--- src/rtl/core/mpsd_pkg.sv ---
package mpsd_pkg;

	localparam int NUM_CH   = 4;
	localparam int SAMPLE_W = 16;
	localparam int DT_W     = 16;
	localparam int COUNT_W  = 16;
	localparam int LIMIT_W  = 16;
	localparam int TIME_W   = 32;
	localparam int REQ_W    = 16;
	localparam int MODE_W   = 2;
	localparam int CFG_W    = 64;
	localparam int IDX_W    = 3;
	localparam int ACNT_W   = $clog2(NUM_CH + 1);

	// configuration register indexes
	localparam logic [IDX_W-1:0] REG_MIN_LEVELS    = 3'd0;
	localparam logic [IDX_W-1:0] REG_MAX_LEVELS    = 3'd1;
	localparam logic [IDX_W-1:0] REG_CHANNEL_MODES = 3'd2;
	localparam logic [IDX_W-1:0] REG_COUNT_LIMITS  = 3'd3;
	localparam logic [IDX_W-1:0] REG_REQUIRED_TIME = 3'd4;
	localparam logic [IDX_W-1:0] REG_PULSE_TIMEOUT = 3'd5;
	localparam logic [IDX_W-1:0] REG_RUNNING       = 3'd6;

	localparam logic [MODE_W-1:0] MODE_IGNORE = 2'd0;
	localparam logic [MODE_W-1:0] MODE_OR     = 2'd1;
	localparam logic [MODE_W-1:0] MODE_AND    = 2'd2;
	localparam logic [MODE_W-1:0] MODE_NOT    = 2'd3;

	localparam logic KIND_SAMPLE = 1'b0;
	localparam logic KIND_CLEAR  = 1'b1;

	localparam logic [REQ_W-1:0]  REQ_TIME_RESET = 16'd10;
	localparam logic [TIME_W-1:0] TIMEOUT_RESET  = 32'd100000;
	localparam int                ACNT_AND_MIN   = 2;

	typedef struct packed {
		logic clear;
		logic start;
		logic step;
	} lane_ctl_t;

	typedef struct packed {
		logic above;
		logic pos;
	} lane_stat_t;

	function automatic logic [TIME_W-1:0] sat_add(input logic [TIME_W-1:0] a,
			input logic [TIME_W-1:0] b);
		logic [TIME_W:0] s;
		s = {1'b0, a} + {1'b0, b};
		return s[TIME_W] ? {TIME_W{1'b1}} : s[TIME_W-1:0];
	endfunction

endpackage

--- src/rtl/core/mpsd_if.sv ---
interface mpsd_smp_if import mpsd_pkg::*; ();
	logic                valid;
	logic                ready;
	logic                kind;
	logic [SAMPLE_W-1:0] level_ch0;
	logic [SAMPLE_W-1:0] level_ch1;
	logic [SAMPLE_W-1:0] level_ch2;
	logic [SAMPLE_W-1:0] level_ch3;
	logic [DT_W-1:0]     sample_time;

	modport source (output valid, kind, level_ch0, level_ch1, level_ch2, level_ch3,
		sample_time, input ready);
	modport sink (input valid, kind, level_ch0, level_ch1, level_ch2, level_ch3,
		sample_time, output ready);
endinterface

interface mpsd_res_if import mpsd_pkg::*; ();
	logic               valid;
	logic               ready;
	logic               capture;
	logic [NUM_CH-1:0]  positive_mask;
	logic               timed_out;
	logic [COUNT_W-1:0] tally_ch0;
	logic [COUNT_W-1:0] tally_ch1;
	logic [COUNT_W-1:0] tally_ch2;
	logic [COUNT_W-1:0] tally_ch3;

	modport source (output valid, capture, positive_mask, timed_out, tally_ch0, tally_ch1,
		tally_ch2, tally_ch3, input ready);
	modport sink (input valid, capture, positive_mask, timed_out, tally_ch0, tally_ch1,
		tally_ch2, tally_ch3, output ready);
endinterface

--- src/rtl/core/mpsd_lane.sv ---
module mpsd_lane import mpsd_pkg::*; (
	input  logic                clk,
	input  logic                arst_n,
	input  lane_ctl_t           ctl,
	input  logic [SAMPLE_W-1:0] level,
	input  logic [DT_W-1:0]     dt,
	input  logic [SAMPLE_W-1:0] min_level,
	input  logic [SAMPLE_W-1:0] max_level,
	input  logic [REQ_W-1:0]    req_time,
	output lane_stat_t          stat
);

	logic [TIME_W-1:0]   time_q;
	logic [SAMPLE_W-1:0] peak_q;
	logic [TIME_W-1:0]   time_next;
	logic [SAMPLE_W-1:0] peak_next;
	logic [TIME_W-1:0]   dt_ext;
	logic                above;

	assign dt_ext    = {{(TIME_W-DT_W){1'b0}}, dt};
	assign above     = level >= min_level;
	assign time_next = above ? sat_add(time_q, dt_ext) : time_q;
	assign peak_next = (above && level > peak_q) ? level : peak_q;

	// judged on the values this sample leaves behind
	assign stat.above = above;
	assign stat.pos   = (time_next >= {{(TIME_W-REQ_W){1'b0}}, req_time}) &&
		(peak_next <= max_level);

	always_ff @(posedge clk or negedge arst_n) begin
		if (!arst_n) begin
			time_q <= '0;
			peak_q <= '0;
		end else if (ctl.clear) begin
			time_q <= '0;
			peak_q <= '0;
		end else if (ctl.start) begin
			// first sample of a pulse sets the time only
			time_q <= above ? dt_ext : '0;
		end else if (ctl.step) begin
			time_q <= time_next;
			peak_q <= peak_next;
		end
	end

endmodule

--- src/rtl/core/multichannel_pulse_sort_decider_unit.sv ---
// Pulse sort decider for four detector channels. Each item on smp is one sample of all
// channels plus the time it took (kind 1 clears the tallies and any pulse in progress).
// Through a pulse each channel tracks time at or above its minimum level and its peak;
// when no active channel is above any more, or the accumulated pulse time passes
// pulse_timeout, one item on res reports the per-channel verdict, the capture decision
// and the tallies after the event. All other samples produce no item. The block takes one
// item every cycle unless smp stalls: the accepted item sits in one input register, is
// decided by short logic against the pulse state, and its result is registered in the output
// register. smp stalls only while a result waits in that register, res is not ready and the
// item in the input register closes another pulse. Write configuration only while the block
// is idle.
module multichannel_pulse_sort_decider_unit import mpsd_pkg::*; (
	input  logic              clk,
	input  logic              arst_n,
	mpsd_smp_if.sink          smp,
	mpsd_res_if.source        res,
	input  logic              wr_en,
	input  logic [IDX_W-1:0]  wr_index,
	input  logic [CFG_W-1:0]  wr_data
);

	// configuration
	logic [CFG_W-1:0]         min_levels_q;
	logic [CFG_W-1:0]         max_levels_q;
	logic [MODE_W*NUM_CH-1:0] modes_q;
	logic [CFG_W-1:0]         count_limits_q;
	logic [REQ_W-1:0]         req_time_q;
	logic [TIME_W-1:0]        timeout_q;
	logic                     running_q;

	always_ff @(posedge clk or negedge arst_n) begin
		if (!arst_n) begin
			min_levels_q   <= '1;
			max_levels_q   <= '1;
			modes_q        <= '0;
			count_limits_q <= '1;
			req_time_q     <= REQ_TIME_RESET;
			timeout_q      <= TIMEOUT_RESET;
			running_q      <= 1'b0;
		end else if (wr_en) begin
			case (wr_index)
				REG_MIN_LEVELS:    min_levels_q   <= wr_data;
				REG_MAX_LEVELS:    max_levels_q   <= wr_data;
				REG_CHANNEL_MODES: modes_q        <= wr_data[MODE_W*NUM_CH-1:0];
				REG_COUNT_LIMITS:  count_limits_q <= wr_data;
				REG_REQUIRED_TIME: req_time_q     <= wr_data[REQ_W-1:0];
				REG_PULSE_TIMEOUT: timeout_q      <= wr_data[TIME_W-1:0];
				REG_RUNNING:       running_q      <= wr_data[0];
				default: ;
			endcase
		end
	end

	// input stage
	logic                valid_s1;
	logic                kind_s1;
	logic [SAMPLE_W-1:0] level_s1 [NUM_CH];
	logic [DT_W-1:0]     dt_s1;
	logic                advance;

	assign smp.ready = !valid_s1 || advance;

	always_ff @(posedge clk or negedge arst_n) begin
		if (!arst_n) begin
			valid_s1 <= 1'b0;
		end else if (smp.valid && smp.ready) begin
			valid_s1 <= 1'b1;
		end else if (advance) begin
			valid_s1 <= 1'b0;
		end
	end

	always_ff @(posedge clk) begin
		if (smp.valid && smp.ready) begin
			kind_s1     <= smp.kind;
			level_s1[0] <= smp.level_ch0;
			level_s1[1] <= smp.level_ch1;
			level_s1[2] <= smp.level_ch2;
			level_s1[3] <= smp.level_ch3;
			dt_s1       <= smp.sample_time;
		end
	end

	// pulse state
	logic                in_pulse_q;
	logic [TIME_W-1:0]   elapsed_q;
	logic [COUNT_W-1:0]  tally_q [NUM_CH];

	lane_ctl_t           ctl;
	lane_stat_t          stat [NUM_CH];
	logic [NUM_CH-1:0]   above;
	logic [NUM_CH-1:0]   active;
	logic [NUM_CH-1:0]   is_or;
	logic [NUM_CH-1:0]   is_and;
	logic [NUM_CH-1:0]   is_not;
	logic [NUM_CH-1:0]   pos;
	logic [NUM_CH-1:0]   blocked;
	logic [ACNT_W-1:0]   and_cnt;
	logic [TIME_W-1:0]   elapsed_next;
	logic [COUNT_W-1:0]  tally_next [NUM_CH];
	logic                is_clear;
	logic                act;
	logic                entry;
	logic                tmo;
	logic                judge;
	logic                and_all;
	logic                capture;

	for (genvar i = 0; i < NUM_CH; i++) begin : g_lane
		mpsd_lane u_lane (
			.clk       (clk),
			.arst_n    (arst_n),
			.ctl       (ctl),
			.level     (level_s1[i]),
			.dt        (dt_s1),
			.min_level (min_levels_q[SAMPLE_W*i +: SAMPLE_W]),
			.max_level (max_levels_q[SAMPLE_W*i +: SAMPLE_W]),
			.req_time  (req_time_q),
			.stat      (stat[i])
		);

		assign above[i]   = stat[i].above;
		assign active[i]  = modes_q[MODE_W*i +: MODE_W] != MODE_IGNORE;
		assign is_or[i]   = modes_q[MODE_W*i +: MODE_W] == MODE_OR;
		assign is_and[i]  = modes_q[MODE_W*i +: MODE_W] == MODE_AND;
		assign is_not[i]  = modes_q[MODE_W*i +: MODE_W] == MODE_NOT;
		// a timeout judges cleared times and peaks
		assign pos[i]     = tmo ? (req_time_q == '0) : stat[i].pos;
		assign blocked[i] = pos[i] && (tally_q[i] >= count_limits_q[LIMIT_W*i +: LIMIT_W]);
		assign tally_next[i] = (capture && pos[i] && tally_q[i] != {COUNT_W{1'b1}}) ?
			tally_q[i] + COUNT_W'(1) : tally_q[i];
	end

	assign is_clear     = kind_s1 == KIND_CLEAR;
	assign act          = valid_s1 && !is_clear && running_q;
	assign entry        = |(above & active);
	assign elapsed_next = sat_add(elapsed_q, {{(TIME_W-DT_W){1'b0}}, dt_s1});
	assign tmo          = in_pulse_q && (elapsed_next > timeout_q);
	assign judge        = act && in_pulse_q && (tmo || !entry);
	assign advance      = valid_s1 && (!judge || !res.valid || res.ready);

	always_comb begin
		and_cnt = '0;
		for (int i = 0; i < NUM_CH; i++) begin
			and_cnt = and_cnt + ACNT_W'(pos[i] && is_and[i]);
		end
	end

	assign and_all = &(pos | ~is_and);
	assign capture = !(|(pos & is_not)) &&
		((|(pos & is_or)) || (and_all && and_cnt >= ACNT_W'(ACNT_AND_MIN))) &&
		!(|blocked);

	assign ctl.clear = advance && (is_clear || judge);
	assign ctl.start = advance && act && !in_pulse_q && entry;
	assign ctl.step  = advance && act && in_pulse_q;

	always_ff @(posedge clk or negedge arst_n) begin
		if (!arst_n) begin
			in_pulse_q <= 1'b0;
			elapsed_q  <= '0;
		end else if (ctl.clear) begin
			in_pulse_q <= 1'b0;
			elapsed_q  <= '0;
		end else if (ctl.start) begin
			in_pulse_q <= 1'b1;
			elapsed_q  <= '0;
		end else if (ctl.step) begin
			elapsed_q  <= elapsed_next;
		end
	end

	always_ff @(posedge clk or negedge arst_n) begin
		if (!arst_n) begin
			for (int i = 0; i < NUM_CH; i++) begin
				tally_q[i] <= '0;
			end
		end else if (advance && is_clear) begin
			for (int i = 0; i < NUM_CH; i++) begin
				tally_q[i] <= '0;
			end
		end else if (advance && judge) begin
			tally_q <= tally_next;
		end
	end

	// output register
	always_ff @(posedge clk or negedge arst_n) begin
		if (!arst_n) begin
			res.valid <= 1'b0;
		end else if (advance && judge) begin
			res.valid <= 1'b1;
		end else if (res.ready) begin
			res.valid <= 1'b0;
		end
	end

	always_ff @(posedge clk) begin
		if (advance && judge) begin
			res.capture       <= capture;
			res.positive_mask <= pos;
			res.timed_out     <= tmo;
			res.tally_ch0     <= tally_next[0];
			res.tally_ch1     <= tally_next[1];
			res.tally_ch2     <= tally_next[2];
			res.tally_ch3     <= tally_next[3];
		end
	end

	// a capture needs at least one positive channel
	a_capture_has_pos: assert property (@(posedge clk) disable iff (!arst_n)
		res.valid && res.capture |-> res.positive_mask != '0)
		else $error("capture with empty positive mask");

	a_idle_elapsed_zero: assert property (@(posedge clk) disable iff (!arst_n)
		!in_pulse_q |-> elapsed_q == '0)
		else $error("pulse time held outside a pulse");

	a_clear_empties: assert property (@(posedge clk) disable iff (!arst_n)
		advance && is_clear |=> !in_pulse_q && tally_q[0] == '0 && tally_q[NUM_CH-1] == '0)
		else $error("clear item left state behind");

	a_judge_ends_pulse: assert property (@(posedge clk) disable iff (!arst_n)
		advance && judge |=> !in_pulse_q && res.valid)
		else $error("judged pulse did not end with a result");

	a_no_result_overrun: assert property (@(posedge clk) disable iff (!arst_n)
		res.valid && !res.ready && valid_s1 && judge |-> !advance)
		else $error("result overwritten while stalled");

endmodule
--- src/flat_wrapper.sv ---
// flat-port wrapper written by rule: the top's interface ports become plain ports
module multichannel_pulse_sort_decider_unit_flat import mpsd_pkg::*;
  (clk, arst_n, wr_en, wr_index, wr_data, smp_valid, smp_kind, smp_level_ch0, smp_level_ch1, smp_level_ch2, smp_level_ch3, smp_sample_time, smp_ready, res_valid, res_capture, res_positive_mask, res_timed_out, res_tally_ch0, res_tally_ch1, res_tally_ch2, res_tally_ch3, res_ready);
  mpsd_smp_if smp_i ();
  mpsd_res_if res_i ();
  input  logic clk;
  input  logic arst_n;
  input  logic wr_en;
  input  logic [IDX_W-1:0] wr_index;
  input  logic [CFG_W-1:0] wr_data;
  input wire logic [$bits(smp_i.valid)-1:0] smp_valid;
  input wire logic [$bits(smp_i.kind)-1:0] smp_kind;
  input wire logic [$bits(smp_i.level_ch0)-1:0] smp_level_ch0;
  input wire logic [$bits(smp_i.level_ch1)-1:0] smp_level_ch1;
  input wire logic [$bits(smp_i.level_ch2)-1:0] smp_level_ch2;
  input wire logic [$bits(smp_i.level_ch3)-1:0] smp_level_ch3;
  input wire logic [$bits(smp_i.sample_time)-1:0] smp_sample_time;
  output wire logic [$bits(smp_i.ready)-1:0] smp_ready;
  output wire logic [$bits(res_i.valid)-1:0] res_valid;
  output wire logic [$bits(res_i.capture)-1:0] res_capture;
  output wire logic [$bits(res_i.positive_mask)-1:0] res_positive_mask;
  output wire logic [$bits(res_i.timed_out)-1:0] res_timed_out;
  output wire logic [$bits(res_i.tally_ch0)-1:0] res_tally_ch0;
  output wire logic [$bits(res_i.tally_ch1)-1:0] res_tally_ch1;
  output wire logic [$bits(res_i.tally_ch2)-1:0] res_tally_ch2;
  output wire logic [$bits(res_i.tally_ch3)-1:0] res_tally_ch3;
  input wire logic [$bits(res_i.ready)-1:0] res_ready;
  assign smp_i.valid = smp_valid;
  assign smp_i.kind = smp_kind;
  assign smp_i.level_ch0 = smp_level_ch0;
  assign smp_i.level_ch1 = smp_level_ch1;
  assign smp_i.level_ch2 = smp_level_ch2;
  assign smp_i.level_ch3 = smp_level_ch3;
  assign smp_i.sample_time = smp_sample_time;
  assign smp_ready = smp_i.ready;
  assign res_valid = res_i.valid;
  assign res_capture = res_i.capture;
  assign res_positive_mask = res_i.positive_mask;
  assign res_timed_out = res_i.timed_out;
  assign res_tally_ch0 = res_i.tally_ch0;
  assign res_tally_ch1 = res_i.tally_ch1;
  assign res_tally_ch2 = res_i.tally_ch2;
  assign res_tally_ch3 = res_i.tally_ch3;
  assign res_i.ready = res_ready;
  multichannel_pulse_sort_decider_unit u_core (.clk(clk), .arst_n(arst_n), .smp(smp_i), .res(res_i), .wr_en(wr_en), .wr_index(wr_index), .wr_data(wr_data));
endmodule
--- config.mk ---
export PLATFORM = sky130hd
export DESIGN_NAME = multichannel_pulse_sort_decider_unit_flat
export DESIGN_NICKNAME = d
export VERILOG_FILES = /design/src/rtl/core/mpsd_pkg.sv /design/src/rtl/core/mpsd_if.sv /design/src/rtl/core/mpsd_lane.sv /design/src/rtl/core/multichannel_pulse_sort_decider_unit.sv /design/src/flat_wrapper.sv
export SDC_FILE = /design/constraint.sdc
export NUM_CORES = 2
export LEC_CHECK = 0
export ABC_CLOCK_PERIOD_IN_PS = 12750
export BUFFER_PORTS_ARGS = -buffer_cell sky130_fd_sc_hd__buf_2
export CAP_MARGIN = 0
export CORE_ASPECT_RATIO = 1.1
export CORE_MARGIN = 2
export CORE_UTILIZATION = 30
export DETAILED_ROUTE_END_ITERATION = 8
export GPL_ROUTABILITY_DRIVEN = 1
export PLACE_DENSITY_LB_ADDON = 0.2
export SYNTH_ARGS = -nofsm -noshare
export SYNTH_HDL_FRONTEND = slang
export SYNTH_SLANG_ARGS = --single-unit
--- constraint.sdc ---
create_clock -name clk -period 12.75 [get_ports clk]
set_input_delay 3.1875 -clock clk [delete_from_list [all_inputs] [get_ports clk]]
set_output_delay 3.1875 -clock clk [all_outputs]
set_load 0.01 [all_outputs]
## Word-level counts from Yosys, hierarchy flattened

Memory sizes are Yosys's and may differ from the RTL's.
Index checks and enable logic that the tools add are counted.

| cells by class | value |
|---|---|
| equality and inequality tests | 23 |
| add/subtract/negate cells | 12 |
| magnitude comparators | 22 |
| bitwise logic cells | 5 |
| reductions and logical operators | 80 |
| muxes and demuxes | 62 |

Operators with widths:

| kind | count |
|---|---|
| $mux W32 | 24 |
| $mux W16 | 24 |
| $add A32 B16 Y33 | 5 |
| $ge A16 B16 Y1 | 8 |
| $ge A32 B16 Y1 | 4 |
| $mux W64 | 2 |
| $add A16 B1 Y16 const B | 4 |
| $gt A16 B16 Y1 | 4 |
| $le A16 B16 Y1 | 4 |
| $ne A16 B16 Y1 const B | 4 |
| $logic_and A1 B1 Y1 | 41 |
| $gt A32 B32 Y1 | 1 |
| $reduce_bool A2 Y1 | 9 |
| $eq A2 B2 Y1 const B | 8 |
| $logic_not A16 Y1 | 1 |
| $reduce_and A2 Y1 | 8 |
| $reduce_or A4 Y1 | 4 |
| $and A4 B4 Y4 | 3 |
| $mux W1 | 12 |
| $eq A3 B3 Y1 const B | 3 |
| $eq A2 B1 Y1 const B | 4 |
| $logic_not A1 Y1 | 8 |
| $add A3 B1 Y3 | 2 |
| $eq A3 B2 Y1 const B | 2 |
| other kinds (10) | 15 |

| storage, ports and cells | value |
|---|---|
| memories kept | 1 |
| RAM bits | 64 |
| logic and storage cells | 237 |
| output and inout port bits | 72 |
| flip-flop bits (word level) | 627 |

Memories:

| name | depth | width | read ports | clocked after Yosys merged registers in | wr ports | line | RTL |
|---|---|---|---|---|---|---|---|
| u_core.level_s1 | 4 | 16 | 4 | 0 | 4 | multichannel_pulse_sort_decider_unit.sv:57 | `logic [SAMPLE_W-1:0] level_s1 [NUM_CH];` |

## Depth between registers and ports, before layout

An unclocked memory read counts as a cell.

| logic depth | value |
|---|---|
| word-level depth | 21 |
| mapped depth | 40 |

## Modules after synthesis

A second synthesis with hierarchy kept.

| second synthesis, totals | value |
|---|---|
| cell total of the unflattened synthesis | 4610 |
| area, all modules | 45283.4 um2 |

By module, submodules not included:

| module | seq. area each (um2) | area an instance (um2) | cells an instance | instances |
|---|---|---|---|---|
| multichannel_pulse_sort_decider_unit | 13492.9 | 24138.2 | 1971 | 1 |
| mpsd_lane (u_core.g_lane[3].u_lane) | 1201.2 | 5424.0 | 653 | 1 |
| mpsd_lane (u_core.g_lane[0].u_lane) | 1201.2 | 5373.9 | 698 | 1 |
| mpsd_lane (u_core.g_lane[1].u_lane) | 1201.2 | 5186.2 | 644 | 1 |
| mpsd_lane (u_core.g_lane[2].u_lane) | 1201.2 | 5161.2 | 644 | 1 |

## Worst setup path after synthesis

OpenSTA, ideal clock, no wires.

| timing path | value |
|---|---|
| path type | register to register |
| start | register u_core.dt_s1[0] |
| end | register u_core.tally_q[22] (netlist name) |
| setup time | 81 ps |
| required time | 12669 ps |
| cell stages (with the launch flop) | 32 |
| slack | 3918 ps |
| arrival time | 8751 ps |
| buffers on the path | 5 |
| cells stage by stage | edfxtp_1 -> ha_1 -> fa_1 -> a21o_1 -> a21oi_1 -> o21bai_1 -> a21oi_1 -> o21bai_1 -> a21oi_1 -> o21ai_0 -> o21ai_0 -> o21ai_0 -> and3_1 -> nand3_1 -> or2_2 -> clkbuf_1 -> clkbuf_1 -> nand2_1 -> ha_1 -> nand4_1 -> or4_1 -> a21o_1 -> a31oi_1 -> o21ai_1 -> a21o_1 -> or2_2 -> clkbuf_1 -> inv_1 -> clkbuf_1 -> clkbuf_1 -> o211ai_1 -> nand3_1 |

| on the way | value |
|---|---|
| cells in the longest elaborated chain, start to end | 20 |

RTL lines:

| element | line | RTL |
|---|---|---|
| from (decl) | multichannel_pulse_sort_decider_unit.sv:58 | `logic [DT_W-1:0] dt_s1;` |
| from (signal assigned) | multichannel_pulse_sort_decider_unit.sv:80 | `dt_s1 <= smp.sample_time;` |
| $add A32 B16 Y33 | mpsd_pkg.sv:50 | `s = {1'b0, a} + {1'b0, b};` |
| $mux W32 | mpsd_pkg.sv:51 | `return s[TIME_W] ? {TIME_W{1'b1}} : s[TIME_W-1:0];` |
| $mux W32 | mpsd_lane.sv:22 | `assign time_next = above ? sat_add(time_q, dt_ext) : time_q;` |
| $ge A32 B16 Y1 | mpsd_lane.sv:27 | `assign stat.pos = (time_next >= {{(TIME_W-REQ_W){1'b0}}, req_time}) &&` |
| $logic_and A1 B1 Y1 | mpsd_lane.sv:27 |  |
| $mux W1 | multichannel_pulse_sort_decider_unit.sv:128 | `assign pos[i] = tmo ? (req_time_q == '0) : stat[i].pos;` |
| $logic_and A1 B1 Y1 | multichannel_pulse_sort_decider_unit.sv:145 | `and_cnt = and_cnt + ACNT_W'(pos[i] && is_and[i]);` |
| $add A1 B1 Y2 | multichannel_pulse_sort_decider_unit.sv:145 |  |
| (+3 left out) | -- |  |
| $logic_and A1 B1 Y1 | multichannel_pulse_sort_decider_unit.sv:151 | `((\|(pos & is_or)) \|\| (and_all && and_cnt >= ACNT_W'(ACNT_AND_MIN))) &&` |
| $logic_or A1 B1 Y1 | multichannel_pulse_sort_decider_unit.sv:151 |  |
| $logic_and A1 B1 Y1 | multichannel_pulse_sort_decider_unit.sv:150 | `assign capture = !(\|(pos & is_not)) &&` |
| $logic_and A1 B1 Y1 | multichannel_pulse_sort_decider_unit.sv:151 |  |
| $logic_and A1 B1 Y1 (2 in series) | multichannel_pulse_sort_decider_unit.sv:130 | `assign tally_next[i] = (capture && pos[i] && tally_q[i] != {COUNT_W{1'b1}}) ?` |
| $mux W16 | multichannel_pulse_sort_decider_unit.sv:130 |  |
| $mux W64 | multichannel_pulse_sort_decider_unit.sv:182 | `end else if (advance && judge) begin` |
| $mux W64 | multichannel_pulse_sort_decider_unit.sv:178 | `end else if (advance && is_clear) begin` |
| to (signal assigned) | multichannel_pulse_sort_decider_unit.sv:183 | `tally_q <= tally_next;` |
| to (decl) | multichannel_pulse_sort_decider_unit.sv:87 | `logic [COUNT_W-1:0] tally_q [NUM_CH];` |

Parallel ways exist; a longest one is shown, timed or not. The select of a mux whose other input is x is not followed.
A chain may end at the register's enable or synchronous reset.

## Final worst setup path

| timing path | value |
|---|---|
| start | register u_core.dt_s1[0] |
| end | output smp_ready |

| on the way | value |
|---|---|
| cells in the longest elaborated chain, start to end | 11 |

RTL lines:

| element | line | RTL |
|---|---|---|
| $add A32 B16 Y33 | mpsd_pkg.sv:50 |  |
| $mux W32 | mpsd_pkg.sv:51 |  |
| $gt A32 B32 Y1 | multichannel_pulse_sort_decider_unit.sv:138 | `assign tmo = in_pulse_q && (elapsed_next > timeout_q);` |
| $logic_and A1 B1 Y1 | multichannel_pulse_sort_decider_unit.sv:138 |  |
| $logic_or A1 B1 Y1 | multichannel_pulse_sort_decider_unit.sv:139 | `assign judge = act && in_pulse_q && (tmo \|\| !entry);` |
| $logic_and A1 B1 Y1 | multichannel_pulse_sort_decider_unit.sv:139 |  |
| $logic_not A1 Y1 | multichannel_pulse_sort_decider_unit.sv:140 | `assign advance = valid_s1 && (!judge \|\| !res.valid \|\| res.ready);` |
| $logic_or A1 B1 Y1 (2 in series) | multichannel_pulse_sort_decider_unit.sv:140 |  |
| $logic_and A1 B1 Y1 | multichannel_pulse_sort_decider_unit.sv:140 |  |
| $logic_or A1 B1 Y1 | multichannel_pulse_sort_decider_unit.sv:61 | `assign smp.ready = !valid_s1 \|\| advance;` |
| to (decl) | flat_wrapper.sv:18 | `output wire logic [$bits(smp_i.ready)-1:0] smp_ready;` |

No other way between the ends.

==> results.txt <==
----------------------------------------------------
[Outcome]
  Status ... completed

[Route]
  Iteration-0 DRC count of the detailed router ... 2596
  Post-route ant nets ... 0
  Routed via count divided by cell count ... ~5.3
  Total DRC errors in the routed layout ... 0
  Count of vias placed by the detailed router ... about 36000
  Number of search-and-repair iterations in the first detailed-routing pass ... 6
  Sum of routed wire length over all layers ... about 150 mm
  Average routed wire per standard cell ... about 22 microns

[Critical path]
  CP Buf/Inv Count ... 1
  Largest fanout on the critical path ... 29
  Required time of the critical path ... about 9600 ps
  Arrival time reported for the critical path endpoint ... slightly below 8000 ps
  Worst Reg-to-Reg Cells ... 36
  Cell family with the largest share of critical-path delay ... compound AO/OA/AOI/OAI gates
  Register-to-Register Setup Slack ... approximately 1800 ps
  Startpoint type of the worst setup path ... flip-flop
  Beginning of the critical path ... u_core.dt_s1[0]$_DFFE_PP_
  Worst Setup End Kind ... primary output
  Slowest cell delay on critical path ... 580 ps
  Startpoint of the most critical register-to-register path ... u_core.dt_s1[0]$_DFFE_PP_
  Slowest cell on the critical path ... sky130_fd_sc_hd__edfxtp_1
  Critical register-to-register path endpoint ... u_core.tally_q[39]$_DFFE_PN0P_
  Type of the setup path with the least slack ... flip-flop to primary output

[Synth]
  Total of warnings raised by yosys ... 0
  Top-area cell type share of the netlist area ... 0.1927
  Count of state elements after synthesis ... just under 700
  Synthesized net count ... around 5300
  Post-Synthesis Cells ... approximately 4700
  Sequential cell area fraction in the yosys report ... 0.4144
  Per-instance average area after synthesis ... around 9.5 sq um
  Most frequently used flop master after synthesis ... sky130_fd_sc_hd__dfrtp_1
  Number of flops mapped to enable cells by yosys ... ~150
  Cell types with the largest area share after synthesis ... sky130_fd_sc_hd__dfrtp_1 19%, sky130_fd_sc_hd__ha_1 12%, sky130_fd_sc_hd__dfstp_2 12%
  Post-synthesis cell area ... 44150 sq um
  Synth unique cells ... 100
  FFs w/ async S/R, synth ... 0.7815
  Largest area contributor in the netlist ... sky130_fd_sc_hd__dfrtp_1

[Clock network]
  Insertion delay to the later sink of the worst-skew pair ... slightly above 700 ps
  Clk pin slew, worst setup/hold paths ... approximately 60 ps
  H-Tree Level Count ... 3
  Root buf cell ... sky130_fd_sc_hd__clkbuf_16
  Cells resized by post-CTS repair ... 0
  Clock tree from TritonCTS ... done
  Count of hold-fix buffers inserted at cts ... 0
  Cts bufs inserted ... 87
  Deepest clock path buffer count ... 3
  Number of setup buffers added after CTS ... 0
  Clock net sink count ... 691

[Timing]
  Share of the clock period used by the worst path after layout ... 0.8644
  Unrepaired setup endpoints after global routing ... false
  Max-Slew Margin vs Limit ... 0.2165
  Setup TNS Final ... 0 ps
  Count of endpoints failing hold in the final timing report ... 0
  Max-slew violation count ... 0
  Worst-margin pin slew ... between 1000 and 1500 ps
  Max Clk Rate ... 90.73 MHz
  Worst hold margin ... approximately 500 ps
  Post-route minimum period ... between 10000 and 15000 ps
  Clk_skew ... about 44 ps
  Total setup violations reported at the end of the flow ... 0

[Floorplanning]
  Top-level port count ... roughly 230
  Die extent in x ... 369.8 microns
  DIE HEIGHT ... just over 400 microns
  Initial Util ... 0.3023
  Number of rows in the core area ... roughly 150
  Floorplan die area ... approximately 150000 sq um
  Std-Cell Core Area ... between 100000 and 150000 sq um

[Cells and area]
  Final cell count without fillers ... 6839
  Net count reported at finish ... about 5400
  Total of fill cells in the finished design ... 14970
  Fraction of final layout cells sized beyond drive strength 1 ... 0.1710
  Area growth from synthesis to layout ... 14.34%

[Hold path]
  Number of cells on the worst hold path ... 2
  Hold Path End ... u_core.elapsed_q[0]$_DFFE_PN0P_
  Hold path start ... u_core.elapsed_q[0]$_DFFE_PN0P_
  Worst min-delay path class ... flip-flop to flip-flop

[Placed design]
  Number of port buffers ... between 200 and 250
  Half-perimeter wire length after placement ... ~110 mm
  RePlAce Congestion ... roughly 0.88
  Count of placed standard cells including taps ... 6676

[Power]
  Maximum ir drop on the vdd rail ... ~0.095 mV
  Static Leak ... between 20 and 25 nW
  Power Dens Cells ... 199.7 nW/um^2

[Global routing]
  First-pass GRT wire length ... about 220 mm
  Largest net degree at the start of global routing ... around 130
  Initial antenna violation count ... 16
  Vias in the first global route ... between 30000 and 40000
  Remaining global-route overflow ... 0
  Global routing usage summed across all routing layers ... 0.1945

[Job]
  Max_cap viols ... 0

----------------------------------------------------
-- report_power, final --
group	total (mW)	internal [mW]	leakage (nW)	switching [mW]
Sequential	3.11	2.79	7.92	0.323
Clock	2.55	1.49	1.44	1.06
Combinational	4.42	1.77	12.3	2.65
Total	10.1	6.05	21.7	4.03
-- tightest hold or removal path, delay by kind of cell (launching register included) --
family / cells / cell delay (ps)
AND/OR/NAND/NOR: 1 / 50
AO/OA/AOI/OAI: 1 / 60
flip-flops: 1 / 350
-- state kept, by name (all words and copies together), names as in the netlist, 8 cells and up --
name,count
u_core.res.tally_ch3,16
u_core.count_limits_q,64
u_core.g_lane.u_lane.time_q,128
u_core.res.tally_ch1,16
u_core.max_levels_q,64
u_core.elapsed_q,32
u_core.timeout_q,32
u_core.req_time_q,16
u_core.level_s1,64
u_core.g_lane.u_lane.peak_q,64
u_core.tally_q,64
u_core.min_levels_q,64
u_core.res.tally_ch0,16
u_core.res.tally_ch2,16
u_core.modes_q,8
u_core.dt_s1,16
-- how the worst max path moves through the flow --
stage | cells after the start | end
finish | 25 | smp_ready
global route | 36 | u_core.tally_q[39]$_DFFE_PN0P_
CTS | 25 | smp_ready
detailed placement | 36 | u_core.tally_q[39]$_DFFE_PN0P_
global placement | 36 | u_core.tally_q[39]$_DFFE_PN0P_
floorplan | 31 | u_core.tally_q[22]$_DFFE_PN0P_
-- stage by stage --
| step | setup slack, ps | cell area [sq um] | util | total power, mW |
|---|---|---|---|---|
| 2_1_floorplan | 3918 | 44150 | - | 6.246 |
| 3_3_place_gp | 2088 | 47520 | 0.3254 | 7.489 |
| 3_5_place_dp | 1819 | 47520 | 0.3254 | 7.550 |
| 4_1_cts | 1742 | 50480 | 0.3457 | 10.18 |
| 5_1_grt | 924.4 | 50480 | 0.3457 | 10.89 |
| 6_report | 1729 | 50480 | 0.3457 | 10.08 |
-- synthesized netlist by cell type, types with 20 or more instances --
cell	n
sky130_fd_sc_hd__a31oi_1	73
sky130_fd_sc_hd__xnor2_1	84
sky130_fd_sc_hd__a21o_1	80
sky130_fd_sc_hd__nor2b_1	40
sky130_fd_sc_hd__nand3_1	126
sky130_fd_sc_hd__and2_1	23
sky130_fd_sc_hd__nor3_1	65
sky130_fd_sc_hd__o21ai_0	398
sky130_fd_sc_hd__a211oi_1	25
sky130_fd_sc_hd__or4_1	26
sky130_fd_sc_hd__edfxtp_1	151
sky130_fd_sc_hd__mux2i_1	26
sky130_fd_sc_hd__xor2_1	56
sky130_fd_sc_hd__nand2_1	468
sky130_fd_sc_hd__ha_1	438
sky130_fd_sc_hd__nand2b_1	39
sky130_fd_sc_hd__clkbuf_1	186
sky130_fd_sc_hd__mux2_2	143
sky130_fd_sc_hd__o21bai_1	22
sky130_fd_sc_hd__a21oi_1	243
sky130_fd_sc_hd__a221oi_1	69
sky130_fd_sc_hd__o31ai_1	23
sky130_fd_sc_hd__o21a_1	26
sky130_fd_sc_hd__nand4_1	91
sky130_fd_sc_hd__a22o_1	104
sky130_fd_sc_hd__o211ai_1	36
sky130_fd_sc_hd__nor4_1	20
sky130_fd_sc_hd__o22a_1	27
sky130_fd_sc_hd__and3_1	56
sky130_fd_sc_hd__dfstp_2	200
sky130_fd_sc_hd__inv_1	373
sky130_fd_sc_hd__nor2_1	303
sky130_fd_sc_hd__dfrtp_1	340
-- final cells by class --
type | instances | area (sq um) | area share
Tap cell | 1937 | 2424 | 0.04801
Clock buffer | 120 | 2474 | 0.04900
Clock inverter | 42 | 484.2 | 0.009592
Antenna cell | 1 | 2.502 | 0.00004957
Sequential cell | 691 | 18300 | 0.3625
Timing Repair Buffer | 287 | 1629 | 0.03227
Inverter | 373 | 1403 | 0.02778
Multi-Input combinational cell | 3388 | 23770 | 0.4708
-- layout by cell type, fill, tap and decap left out, drive strengths merged, types with 104 or more instances in the layout --
master,instances
nor2,304
a21oi,246
ha,438
edfxtp,151
nand3,127
dfstp,200
dfrtp,340
a22o,104
inv,373
clkbuf,120
mux2,145
o21ai,410
buf,287
nand2,471
-- logic make-up after synthesis --
logic type	synth area share
fa+ha+maj	0.1264
mux	0.04296
xor+xnor	0.02777
compound gates	0.1908
buf+inv	0.04999
simple gates	0.1477
flops	0.4144
-- metal layers --
layer | part of all wire | global-route usage
met1 | 0.47 | 0.2659
met2 | 0.47 | 0.3191
met3 | 0.043 | 0.02678
met4 | 0.024 | 0.05570
met5 | 0.00018 | 0
No activity file was read; power rests on OpenSTA's default activity.
